$ cat src/design/assert_macros.svh
// assertion macros shared by the button debounce block
`ifndef ASSERT_MACROS_SVH
`define ASSERT_MACROS_SVH

// consequent must hold whenever the antecedent holds
`define BDPC_ASSERT_IMPLY(label, ante, cons, msg) \
    label: assert property (@(posedge aclk) disable iff (!aresetn) (ante) |-> (cons)) \
        else $error(msg);

// condition must never be seen
`define BDPC_ASSERT_NEVER(label, cond, msg) \
    label: assert property (@(posedge aclk) disable iff (!aresetn) !(cond)) \
        else $error(msg);

`endif

$ cat src/design/bdpc_pkg.sv
// types, constants and register codes for the button debounce press classifier
`timescale 1ns / 1ps

package bdpc_pkg;

    localparam int TIME_BITS_DEF = 16;
    localparam int CFG_W         = 16;
    localparam int APB_AW        = 4;
    localparam int APB_DW        = 32;
    localparam int S_TDATA_W     = 8;
    localparam int M_TDATA_W     = 8;

    // register indexes
    localparam logic [1:0] REG_DEBOUNCE  = 2'd0;
    localparam logic [1:0] REG_LONG_HOLD = 2'd1;
    localparam logic [1:0] REG_KIND_HOLD = 2'd2;

    localparam logic [CFG_W-1:0] DEBOUNCE_RST  = 16'd0;
    localparam logic [CFG_W-1:0] LONG_HOLD_RST = 16'd1000;
    localparam logic [CFG_W-1:0] KIND_HOLD_RST = 16'd1000;

    // press kind codes
    localparam logic [1:0] KIND_NONE  = 2'd0;
    localparam logic [1:0] KIND_SHORT = 2'd1;
    localparam logic [1:0] KIND_LONG  = 2'd2;

    typedef struct packed {
        logic [CFG_W-1:0] debounce_ms;
        logic [CFG_W-1:0] long_hold_ms;
        logic [CFG_W-1:0] kind_hold_ms;
    } cfg_t;

    typedef struct packed {
        logic [1:0] press_kind;
        logic       long_edge;
        logic       long_held;
        logic       press_edge;
        logic       held_level;
    } result_t;

endpackage

$ cat src/design/button_debounce_press_classifier_core.sv
// button debounce and press classifier: one result per raw sample.
// the result of a sample is registered and presented in the cycle after its transfer.
// one sample per cycle while the result channel is not stalled, set by the single-pass state update in bdpc_step.
// the output register lets a new sample in while the last result is being taken.
// reset (aresetn low, synchronous) clears all press state and the output valid,
// and restores the timing registers to their defaults.
`timescale 1ns / 1ps
`include "assert_macros.svh"

module button_debounce_press_classifier_core #(
    parameter int TIME_BITS = bdpc_pkg::TIME_BITS_DEF
) (
    input  logic                              aclk,
    input  logic                              aresetn,
    // sample channel
    input  logic                              s_tvalid,
    output logic                              s_tready,
    input  logic [bdpc_pkg::S_TDATA_W-1:0]    s_tdata,   // [0] pin_level
    // result channel
    output logic                              m_tvalid,
    input  logic                              m_tready,
    // [0] held_level, [1] press_edge, [2] long_held, [3] long_edge, [5:4] press_kind
    output logic [bdpc_pkg::M_TDATA_W-1:0]    m_tdata,
    // configuration
    input  logic                              psel,
    input  logic                              penable,
    input  logic                              pwrite,
    input  logic [bdpc_pkg::APB_AW-1:0]       paddr,
    input  logic [bdpc_pkg::APB_DW-1:0]       pwdata,
    output logic [bdpc_pkg::APB_DW-1:0]       prdata,
    output logic                              pready
);

    bdpc_pkg::cfg_t    cfg;
    bdpc_pkg::result_t result;
    bdpc_pkg::result_t result_reg;
    logic              m_tvalid_reg;
    logic              s_xfer;

    assign s_tready = !m_tvalid_reg || m_tready;
    assign s_xfer   = s_tvalid && s_tready;
    assign m_tvalid = m_tvalid_reg;
    assign m_tdata  = {{(bdpc_pkg::M_TDATA_W - $bits(bdpc_pkg::result_t)){1'b0}}, result_reg};

    bdpc_apb_regs u_regs (
        .aclk    (aclk),
        .aresetn (aresetn),
        .psel    (psel),
        .penable (penable),
        .pwrite  (pwrite),
        .paddr   (paddr),
        .pwdata  (pwdata),
        .prdata  (prdata),
        .pready  (pready),
        .cfg     (cfg)
    );

    bdpc_step #(
        .TIME_BITS (TIME_BITS)
    ) u_step (
        .aclk      (aclk),
        .aresetn   (aresetn),
        .advance   (s_xfer),
        .pin_level (s_tdata[0]),
        .cfg       (cfg),
        .result    (result)
    );

    always_ff @(posedge aclk) begin
        if (!aresetn) begin
            m_tvalid_reg <= 1'b0;
        end else if (s_xfer) begin
            m_tvalid_reg <= 1'b1;
        end else if (m_tready) begin
            m_tvalid_reg <= 1'b0;
        end
    end

    always_ff @(posedge aclk) begin
        if (s_xfer) begin
            result_reg <= result;
        end
    end

    `BDPC_ASSERT_IMPLY(a_edge_level, m_tvalid && result_reg.press_edge, result_reg.held_level, "press edge without held level")
    `BDPC_ASSERT_IMPLY(a_long_edge, m_tvalid && result_reg.long_edge, result_reg.long_held, "long edge without long held")
    `BDPC_ASSERT_IMPLY(a_kind_long, m_tvalid && result_reg.press_kind == bdpc_pkg::KIND_LONG, result_reg.held_level, "long kind while released")
    `BDPC_ASSERT_IMPLY(a_kind_short, m_tvalid && result_reg.press_kind == bdpc_pkg::KIND_SHORT, !result_reg.held_level, "short kind while held")
    `BDPC_ASSERT_NEVER(a_kind_code, m_tvalid && result_reg.press_kind == 2'b11, "undefined press kind code")

endmodule

$ cat src/design/bdpc_apb_regs.sv
// apb register file holding the three timing registers
`timescale 1ns / 1ps

module bdpc_apb_regs (
    input  logic                           aclk,
    input  logic                           aresetn,
    input  logic                           psel,
    input  logic                           penable,
    input  logic                           pwrite,
    input  logic [bdpc_pkg::APB_AW-1:0]    paddr,
    input  logic [bdpc_pkg::APB_DW-1:0]    pwdata,
    output logic [bdpc_pkg::APB_DW-1:0]    prdata,
    output logic                           pready,
    output bdpc_pkg::cfg_t                 cfg
);

    bdpc_pkg::cfg_t cfg_reg;
    logic [1:0]     reg_idx;
    logic           wr_en;

    assign pready  = 1'b1;
    assign reg_idx = paddr[3:2];
    assign wr_en   = psel && penable && pwrite;
    assign cfg     = cfg_reg;

    always_ff @(posedge aclk) begin
        if (!aresetn) begin
            cfg_reg.debounce_ms  <= bdpc_pkg::DEBOUNCE_RST;
            cfg_reg.long_hold_ms <= bdpc_pkg::LONG_HOLD_RST;
            cfg_reg.kind_hold_ms <= bdpc_pkg::KIND_HOLD_RST;
        end else if (wr_en) begin
            unique case (reg_idx)
                bdpc_pkg::REG_DEBOUNCE:  cfg_reg.debounce_ms  <= pwdata[bdpc_pkg::CFG_W-1:0];
                bdpc_pkg::REG_LONG_HOLD: cfg_reg.long_hold_ms <= pwdata[bdpc_pkg::CFG_W-1:0];
                bdpc_pkg::REG_KIND_HOLD: cfg_reg.kind_hold_ms <= pwdata[bdpc_pkg::CFG_W-1:0];
                default: ;
            endcase
        end
    end

    always_comb begin
        unique case (reg_idx)
            bdpc_pkg::REG_DEBOUNCE:
                prdata = {{(bdpc_pkg::APB_DW-bdpc_pkg::CFG_W){1'b0}}, cfg_reg.debounce_ms};
            bdpc_pkg::REG_LONG_HOLD:
                prdata = {{(bdpc_pkg::APB_DW-bdpc_pkg::CFG_W){1'b0}}, cfg_reg.long_hold_ms};
            bdpc_pkg::REG_KIND_HOLD:
                prdata = {{(bdpc_pkg::APB_DW-bdpc_pkg::CFG_W){1'b0}}, cfg_reg.kind_hold_ms};
            default:
                prdata = '0;
        endcase
    end

endmodule

$ cat src/design/bdpc_step.sv
// debounce, one-shot and press-kind state with its single-pass update logic
`timescale 1ns / 1ps

module bdpc_step #(
    parameter int TIME_BITS = bdpc_pkg::TIME_BITS_DEF
) (
    input  logic                aclk,
    input  logic                aresetn,
    input  logic                advance,
    input  logic                pin_level,
    input  bdpc_pkg::cfg_t      cfg,
    output bdpc_pkg::result_t   result
);

    localparam int CMP_W = (TIME_BITS > bdpc_pkg::CFG_W) ? TIME_BITS : bdpc_pkg::CFG_W;
    localparam logic [TIME_BITS-1:0] TIME_MAX = {TIME_BITS{1'b1}};

    logic                 holding_reg,      holding_next;
    logic [TIME_BITS-1:0] since_high_reg,   since_high_next;
    logic                 press_active_reg, press_active_next;
    logic [TIME_BITS-1:0] press_elapsed_reg, press_elapsed_next;
    logic                 edge_seen_reg,    edge_seen_next;
    logic                 long_seen_reg,    long_seen_next;
    logic                 kind_active_reg,  kind_active_next;
    logic [TIME_BITS-1:0] kind_elapsed_reg, kind_elapsed_next;
    logic                 kind_done_reg,    kind_done_next;

    logic [TIME_BITS-1:0] press_inc;
    logic [TIME_BITS-1:0] since_inc;
    logic [TIME_BITS-1:0] kind_inc;
    logic                 level;
    logic                 lheld;
    logic [1:0]           kind;

    // saturating increments
    assign press_inc = (press_elapsed_reg == TIME_MAX) ? TIME_MAX : press_elapsed_reg + 1'b1;
    assign since_inc = (since_high_reg == TIME_MAX) ? TIME_MAX : since_high_reg + 1'b1;
    assign kind_inc  = (kind_elapsed_reg == TIME_MAX) ? TIME_MAX : kind_elapsed_reg + 1'b1;

    always_comb begin
        holding_next       = holding_reg;
        since_high_next    = since_high_reg;
        press_active_next  = press_active_reg;
        press_elapsed_next = press_active_reg ? press_inc : press_elapsed_reg;
        kind_active_next   = kind_active_reg;
        kind_elapsed_next  = kind_elapsed_reg;
        kind_done_next     = kind_done_reg;
        kind               = bdpc_pkg::KIND_NONE;

        // debounced level, release only after the hold-off
        priority if (pin_level) begin
            holding_next    = 1'b1;
            since_high_next = '0;
            if (!press_active_reg) begin
                press_active_next  = 1'b1;
                press_elapsed_next = '0;
            end
            level = 1'b1;
        end else if (holding_reg) begin
            if (CMP_W'(since_inc) >= CMP_W'(cfg.debounce_ms)) begin
                holding_next       = 1'b0;
                since_high_next    = '0;
                press_active_next  = 1'b0;
                press_elapsed_next = '0;
                level              = 1'b0;
            end else begin
                since_high_next = since_inc;
                level           = 1'b1;
            end
        end else begin
            level = 1'b0;
        end

        edge_seen_next = level;
        lheld          = level && (CMP_W'(press_elapsed_next) >= CMP_W'(cfg.long_hold_ms));
        long_seen_next = lheld;

        // press kind: first held tick only starts the timer
        if (level) begin
            if (!kind_done_reg) begin
                if (!kind_active_reg) begin
                    kind_active_next  = 1'b1;
                    kind_elapsed_next = '0;
                end else begin
                    kind_elapsed_next = kind_inc;
                    if (CMP_W'(kind_inc) >= CMP_W'(cfg.kind_hold_ms)) begin
                        kind_done_next = 1'b1;
                        kind           = bdpc_pkg::KIND_LONG;
                    end
                end
            end
        end else begin
            if (!kind_done_reg && kind_active_reg) kind = bdpc_pkg::KIND_SHORT;
            kind_active_next  = 1'b0;
            kind_elapsed_next = '0;
            kind_done_next    = 1'b0;
        end

        result.held_level = level;
        result.press_edge = level && !edge_seen_reg;
        result.long_held  = lheld;
        result.long_edge  = lheld && !long_seen_reg;
        result.press_kind = kind;
    end

    always_ff @(posedge aclk) begin
        if (!aresetn) begin
            holding_reg       <= 1'b0;
            since_high_reg    <= '0;
            press_active_reg  <= 1'b0;
            press_elapsed_reg <= '0;
            edge_seen_reg     <= 1'b0;
            long_seen_reg     <= 1'b0;
            kind_active_reg   <= 1'b0;
            kind_elapsed_reg  <= '0;
            kind_done_reg     <= 1'b0;
        end else if (advance) begin
            holding_reg       <= holding_next;
            since_high_reg    <= since_high_next;
            press_active_reg  <= press_active_next;
            press_elapsed_reg <= press_elapsed_next;
            edge_seen_reg     <= edge_seen_next;
            long_seen_reg     <= long_seen_next;
            kind_active_reg   <= kind_active_next;
            kind_elapsed_reg  <= kind_elapsed_next;
            kind_done_reg     <= kind_done_next;
        end
    end

endmodule
$ cat config.mk
export PLATFORM = sky130hd
export DESIGN_NAME = button_debounce_press_classifier_core
export DESIGN_NICKNAME = d
export VERILOG_FILES = /design/src/design/bdpc_pkg.sv /design/src/design/button_debounce_press_classifier_core.sv /design/src/design/bdpc_apb_regs.sv /design/src/design/bdpc_step.sv
export VERILOG_INCLUDE_DIRS = /design/src /design/src/design
export SDC_FILE = /design/constraint.sdc
export NUM_CORES = 1
export LEC_CHECK = 0
export BUFFER_PORTS_ARGS = -buffer_cell sky130_fd_sc_hd__buf_2
export CAP_MARGIN = 30
export CELL_PAD_IN_SITES_DETAIL_PLACEMENT = 1
export CELL_PAD_IN_SITES_GLOBAL_PLACEMENT = 1
export CORE_MARGIN = 1
export CORE_UTILIZATION = 46
export CTS_CLUSTER_DIAMETER = 50
export DETAILED_ROUTE_END_ITERATION = 10
export PLACE_DENSITY_LB_ADDON = 0.15
export SYNTH_ARGS = -nofsm -noshare
export SYNTH_HDL_FRONTEND = slang
export SYNTH_SLANG_ARGS = --single-unit
$ cat constraint.sdc
create_clock -name aclk -period 12.9 [get_ports aclk]
set_input_delay 0.645 -clock aclk [delete_from_list [all_inputs] [get_ports aclk]]
set_output_delay 0.645 -clock aclk [all_outputs]
set_load 0.005 [all_outputs]
; After elaboration in Yosys (flattened, before gate mapping)
; Cells that the tools add are included.
[totals]
ff_bits = 108
out_inout_bits = 43
wordCells = 85
[classes]
add_sub_neg = 3
order_cmp = 3
n_eq_ne = 6
mux = 34
n_reduce_logical = 22
[ops]
columns = operator, count
row1 = $mux 16, 14
row2 = $add 16x1->16 const B, 3
row3 = $eq 16x16->1 const B, 3
row4 = $ge 16x16->1, 3
row5 = $pmux 16 s3, 1
row6 = $mux 1, 15
row7 = $reduce_and 2->1, 5
row8 = $mux 2, 4
row9 = $logic_and 1x1->1, 7
row10 = $reduce_bool 2->1, 3
row11 = $logic_not 1->1, 4
row12 = $reduce_and 3->1, 1
row13 = $eq 2x1->1 const B, 1
row14 = $eq 2x2->1 const B, 1
row15 = $logic_not 2->1, 1
row16 = $ne 2x2->1 const B, 1
row17 = $logic_or 1x1->1, 1

; Longest topological paths before layout
[depth]
word_depth = 9
ltp_mapped = 22
mapped_depth_nobuf = 20

; Modules after synthesis
; From an unflattened synthesis, not the netlist that was laid out.
[unflattened]
hier_cells = 857
area_unflattened_um2 = 7128.1
[by_module_without_submodules]
columns = mod, n_inst, cells_per_inst, area_each_um2
row1 = bdpc_step, 1, 587, 4509.3
row2 = bdpc_apb_regs, 1, 256, 2362.3
row3 = button_debounce_press_classifier_core, 1, 14, 256.5

; Worst setup path before layout
; No wires, ideal clock.
[synth_timing]
path_kind = flip-flop to flip-flop
start = register u_step.since_high_reg[0]
end = register result_reg (netlist bit m_tdata[2]), data pin
setup_time_ns = 0.265
arrival_time_ns = 4.167
slack_ns = 8.468
stages_incl_launch_ff = 21
period_less_slack_ns = 4.432
cell_sequence = dfxtp_1 > ha_1 > nand3_1 > nor2_1 > nand3_1 > mux2_2 > ha_1 > nand4_1 > nor4_2 > nand2_1 > a31oi_4 > buf_6 > o21bai_1 > nor2_1 > ha_1 > or3b_2 > o2111ai_1 > a31o_2 > a21oi_1 > o31ai_1 > inv_1
[synth_rtl]
columns = item, line_no
row1 = "start, declared", bdpc_step.sv:19  ; logic [TIME_BITS-1:0] since_high_reg, since_high_next;
row2 = "start signal, assigned", bdpc_step.sv:119  ; since_high_reg <= since_high_next;
row3 = "end signal, assigned", button_debounce_press_classifier_core.sv:81  ; result_reg <= result;
row4 = "end, declared", button_debounce_press_classifier_core.sv:36  ; bdpc_pkg::result_t result_reg;

==> key figures <==
Status
  – Status: completed

Yosys
  – Commonest cells post-synth: nand2_1 (169), dfxtp_1 (102), a21oi_1 (82)
  – Largest area contributor in the netlist: dfxtp_1
  – Top-count cell post-synth: nand2_1
  – Post-synthesis sequential area ratio: 0.325
  – Syn avg cell area: 7.78 um2
  – Synthesis Warnings: 0
  – Post-synth ARST share: 0
  – Mapped Cells: 879
  – Area contributors post-synth: dfxtp_1 (30%), ha_1 (9.3%), nand2_1 (9.3%)
  – Cell Area, Synth: 6840 um2
  – Top-area cell type share of the netlist area: 0.299
  – Post-synth EDFFs: 6
  – Synth Register Bits: 108
  – Synth cell types: 67
  – Post-synth top flop: dfxtp_1

Die
  – I/O pin cnt: 94
  – Num rows: 44
  – Die H: 124 um
  – Starting Density: 0.471
  – Die Wd: 124 um
  – CORE AREA: 14500 um2
  – Die Footprint: 15400 um2

Place
  – Placer Congestion: 0.825
  – Post-DP HPWL: 15200 um
  – Port Buffers: 49
  – Post-Place Setup Slack: 7.16 ns

CTS
  – Htree depth: 3
  – Cts hold-fix bufs: 0
  – CTS Root Cell: clkbuf_16
  – CTS resizes: 0
  – Total CTS buffers: 9
  – Worst skew pair latency: 0.37 ns
  – Clock Sinks: 108
  – CTS tree: yes
  – Clock tree buffer depth: 2
  – Post-CTS Setup Bufs: 0
  – Clk pin slew, worst setup/hold paths: 0.08 ns

Setup path
  – Crit Path Class: flop to flop
  – FF-to-FF setup slack: 7.11 ns
  – Launch point of the worst reg-to-reg path: u_step.since_high_reg[0]
  – CP arrival: 5.88 ns
  – Worst setup EP type: flop
  – Crit start category: flop
  – Req. time, crit path: 12.99 ns
  – Worst reg2reg endpoint: m_tdata[2]
  – R2R depth: 19
  – CP max FO: 27

Drt
  – WL per Instance: 19.0 um
  – Via count: 6301
  – Met3 WL post-DR: 698 um
  – Via/cell ratio: 5.81
  – Met2 wire len: 10200 um
  – Routed WL: 20600 um
  – DR pass1 iterations: 5
  – M1 WL: 9140 um
  – Highest routed metal layer: met4
  – Post-DRT Antenna Nets: 0
  – Iter 0 DRT Violations: 352
  – Residual DRC: 0

Finish
  – Core Util, Final: 0.506
  – Number of flip-flops in the largest register: 48
  – N_diodes: 0
  – Layout cell share with drive strength beyond 1: 0.112
  – Layout Nets: 998
  – Area growth from synthesis to layout: 7.48%

Global route
  – Largest net degree at the start of global routing: 52
  – First-pass GRT wire length: 32300 um
  – Total grt overflow: 0
  – Vias in the first global route: 6413
  – Initial antenna violation count: 0
  – Total GRT Usage: 0.279

STA
  – Fin. max-slew vios: 0
  – Final Setup Violations: 0
  – Final worst clock skew: 0.0140 ns
  – Slew @ Worst Pin: 1.05 ns
  – Slew margin rel.: 0.292
  – RSZ-0062 raised after global routing: no
  – TNS Setup: 0 ns
  – Hold Fails Final Rpt: 0
  – Fmax: 173 MHz
  – Hold slack: 0.481 ns
  – Final worst-path cycle share: 0.449
  – Setup slack after layout: 7.11 ns
  – Final min period: 5.79 ns

Worst hold path
  – Hold EP: u_step.long_seen_reg
  – Worst Hold Depth: 2
  – Hold Path Class: flop to flop
  – Hold Crit Start: u_step.long_seen_reg

Run
  – Max Cap Viol: 0

Power and ir drop
  – Power Density: 93.2 nW/um2
  – Leakage: 0.00306 uW
  – Worst vdd ir: 0.0000629 V
## critical path, stage by stage (launching register included)
cell and delay [ns]:
dfxtp_1 0.43, ha_1 0.22, nand3_1 0.24, nor2_1 0.37, nand3b_1 0.46, nand2_1 0.27
ha_1 0.19, nand4_1 0.14, nor4_2 0.38, nand2_1 0.21, a31oi_4 0.68, o21bai_1 0.23
nor2_1 0.09, ha_1 0.19, or3b_2 0.44, o2111ai_1 0.11, a31o_2 0.17, a21oi_1 0.06
o31ai_1 0.52, inv_1 0.10
## area by class of cell
cell class	instances	area, um2
clock buffer	9	225
clock inverter	7	57.6
fill	1824	7180
inverter	71	267
multi-input combinational	650	4050
sequential	108	2220
tap	184	230
timing repair buffer	56	298
## cell usage in the layout (no fill, tap or decap), types with 9 or more instances in the layout
cell type / Yosys / routed
nand4_1: 16 / 16
a22oi_1: 15 / 15
nor2_1: 42 / 42
nand3_1: 19 / 19
a21oi_1: 82 / 82
o221a_2: 9 / 9
inv_1: 70 / 70
ha_1: 51 / 51
and3_1: 12 / 12
xnor2_1: 18 / 18
clkbuf_16: 0 / 9
dfxtp_1: 102 / 102
conb_1: 2 / 19
nand2_1: 169 / 169
o21ai_0: 35 / 35
mux2i_1: 19 / 19
buf_2: 9 / 49
a31oi_1: 12 / 12
o211ai_1: 15 / 15
## power by group
group	total (uW)	internal (uW)	switching, uW
sequential	346	341	4.83
clock	275	134	140
combinational	64.8	19.7	45.0
## metal layers
metal | up-vias | GRT usage
met1 | 3082 | 0.339
met5 | - | 0
met2 | 120 | 0.490
li1 | 3066 | -
met4 | 0 | 0.105
met3 | 33 | 0.0467
## worst max-delay path by stage
stage,endpoint,cells after the start,slack [ns],start
2_1_floorplan,m_tdata[2],20,8.47,u_step.since_high_reg[0]
3_3_place_gp,m_tdata[2],19,7.37,u_step.since_high_reg[0]
3_5_place_dp,m_tdata[2],19,7.16,u_step.since_high_reg[0]
4_1_cts,m_tdata[2],19,7.15,u_step.since_high_reg[0]
5_1_grt,m_tdata[2],19,6.75,u_step.since_high_reg[0]
6_report,m_tdata[2],19,7.11,u_step.since_high_reg[0]
## logic make-up (layout without fill, tap and decap cells)
logic type,Yosys count,after routing,share of synthesized area
AND/OR/NAND/NOR,306,306,0.205
AO/OA/AOI/OAI,227,227,0.219
buffers and inverters,138,143,0.0927
flip-flops,108,108,0.325
adder cells (fa/ha/maj),51,51,0.0933
XOR/XNOR,26,26,0.0333
multiplexers,21,21,0.0311
other,2,19,0.00110
## metrics by stage
stage          area [um2]  total power, uW  cells
5_1_grt              7350              709   1085
4_1_cts              7350              691   1085
6_report             7350              685   1085
3_5_place_dp         7070              417   1069
3_3_place_gp         7070              414   1069
2_1_floorplan        6900              398    896
No activity file was read; power rests on OpenSTA's default activity.
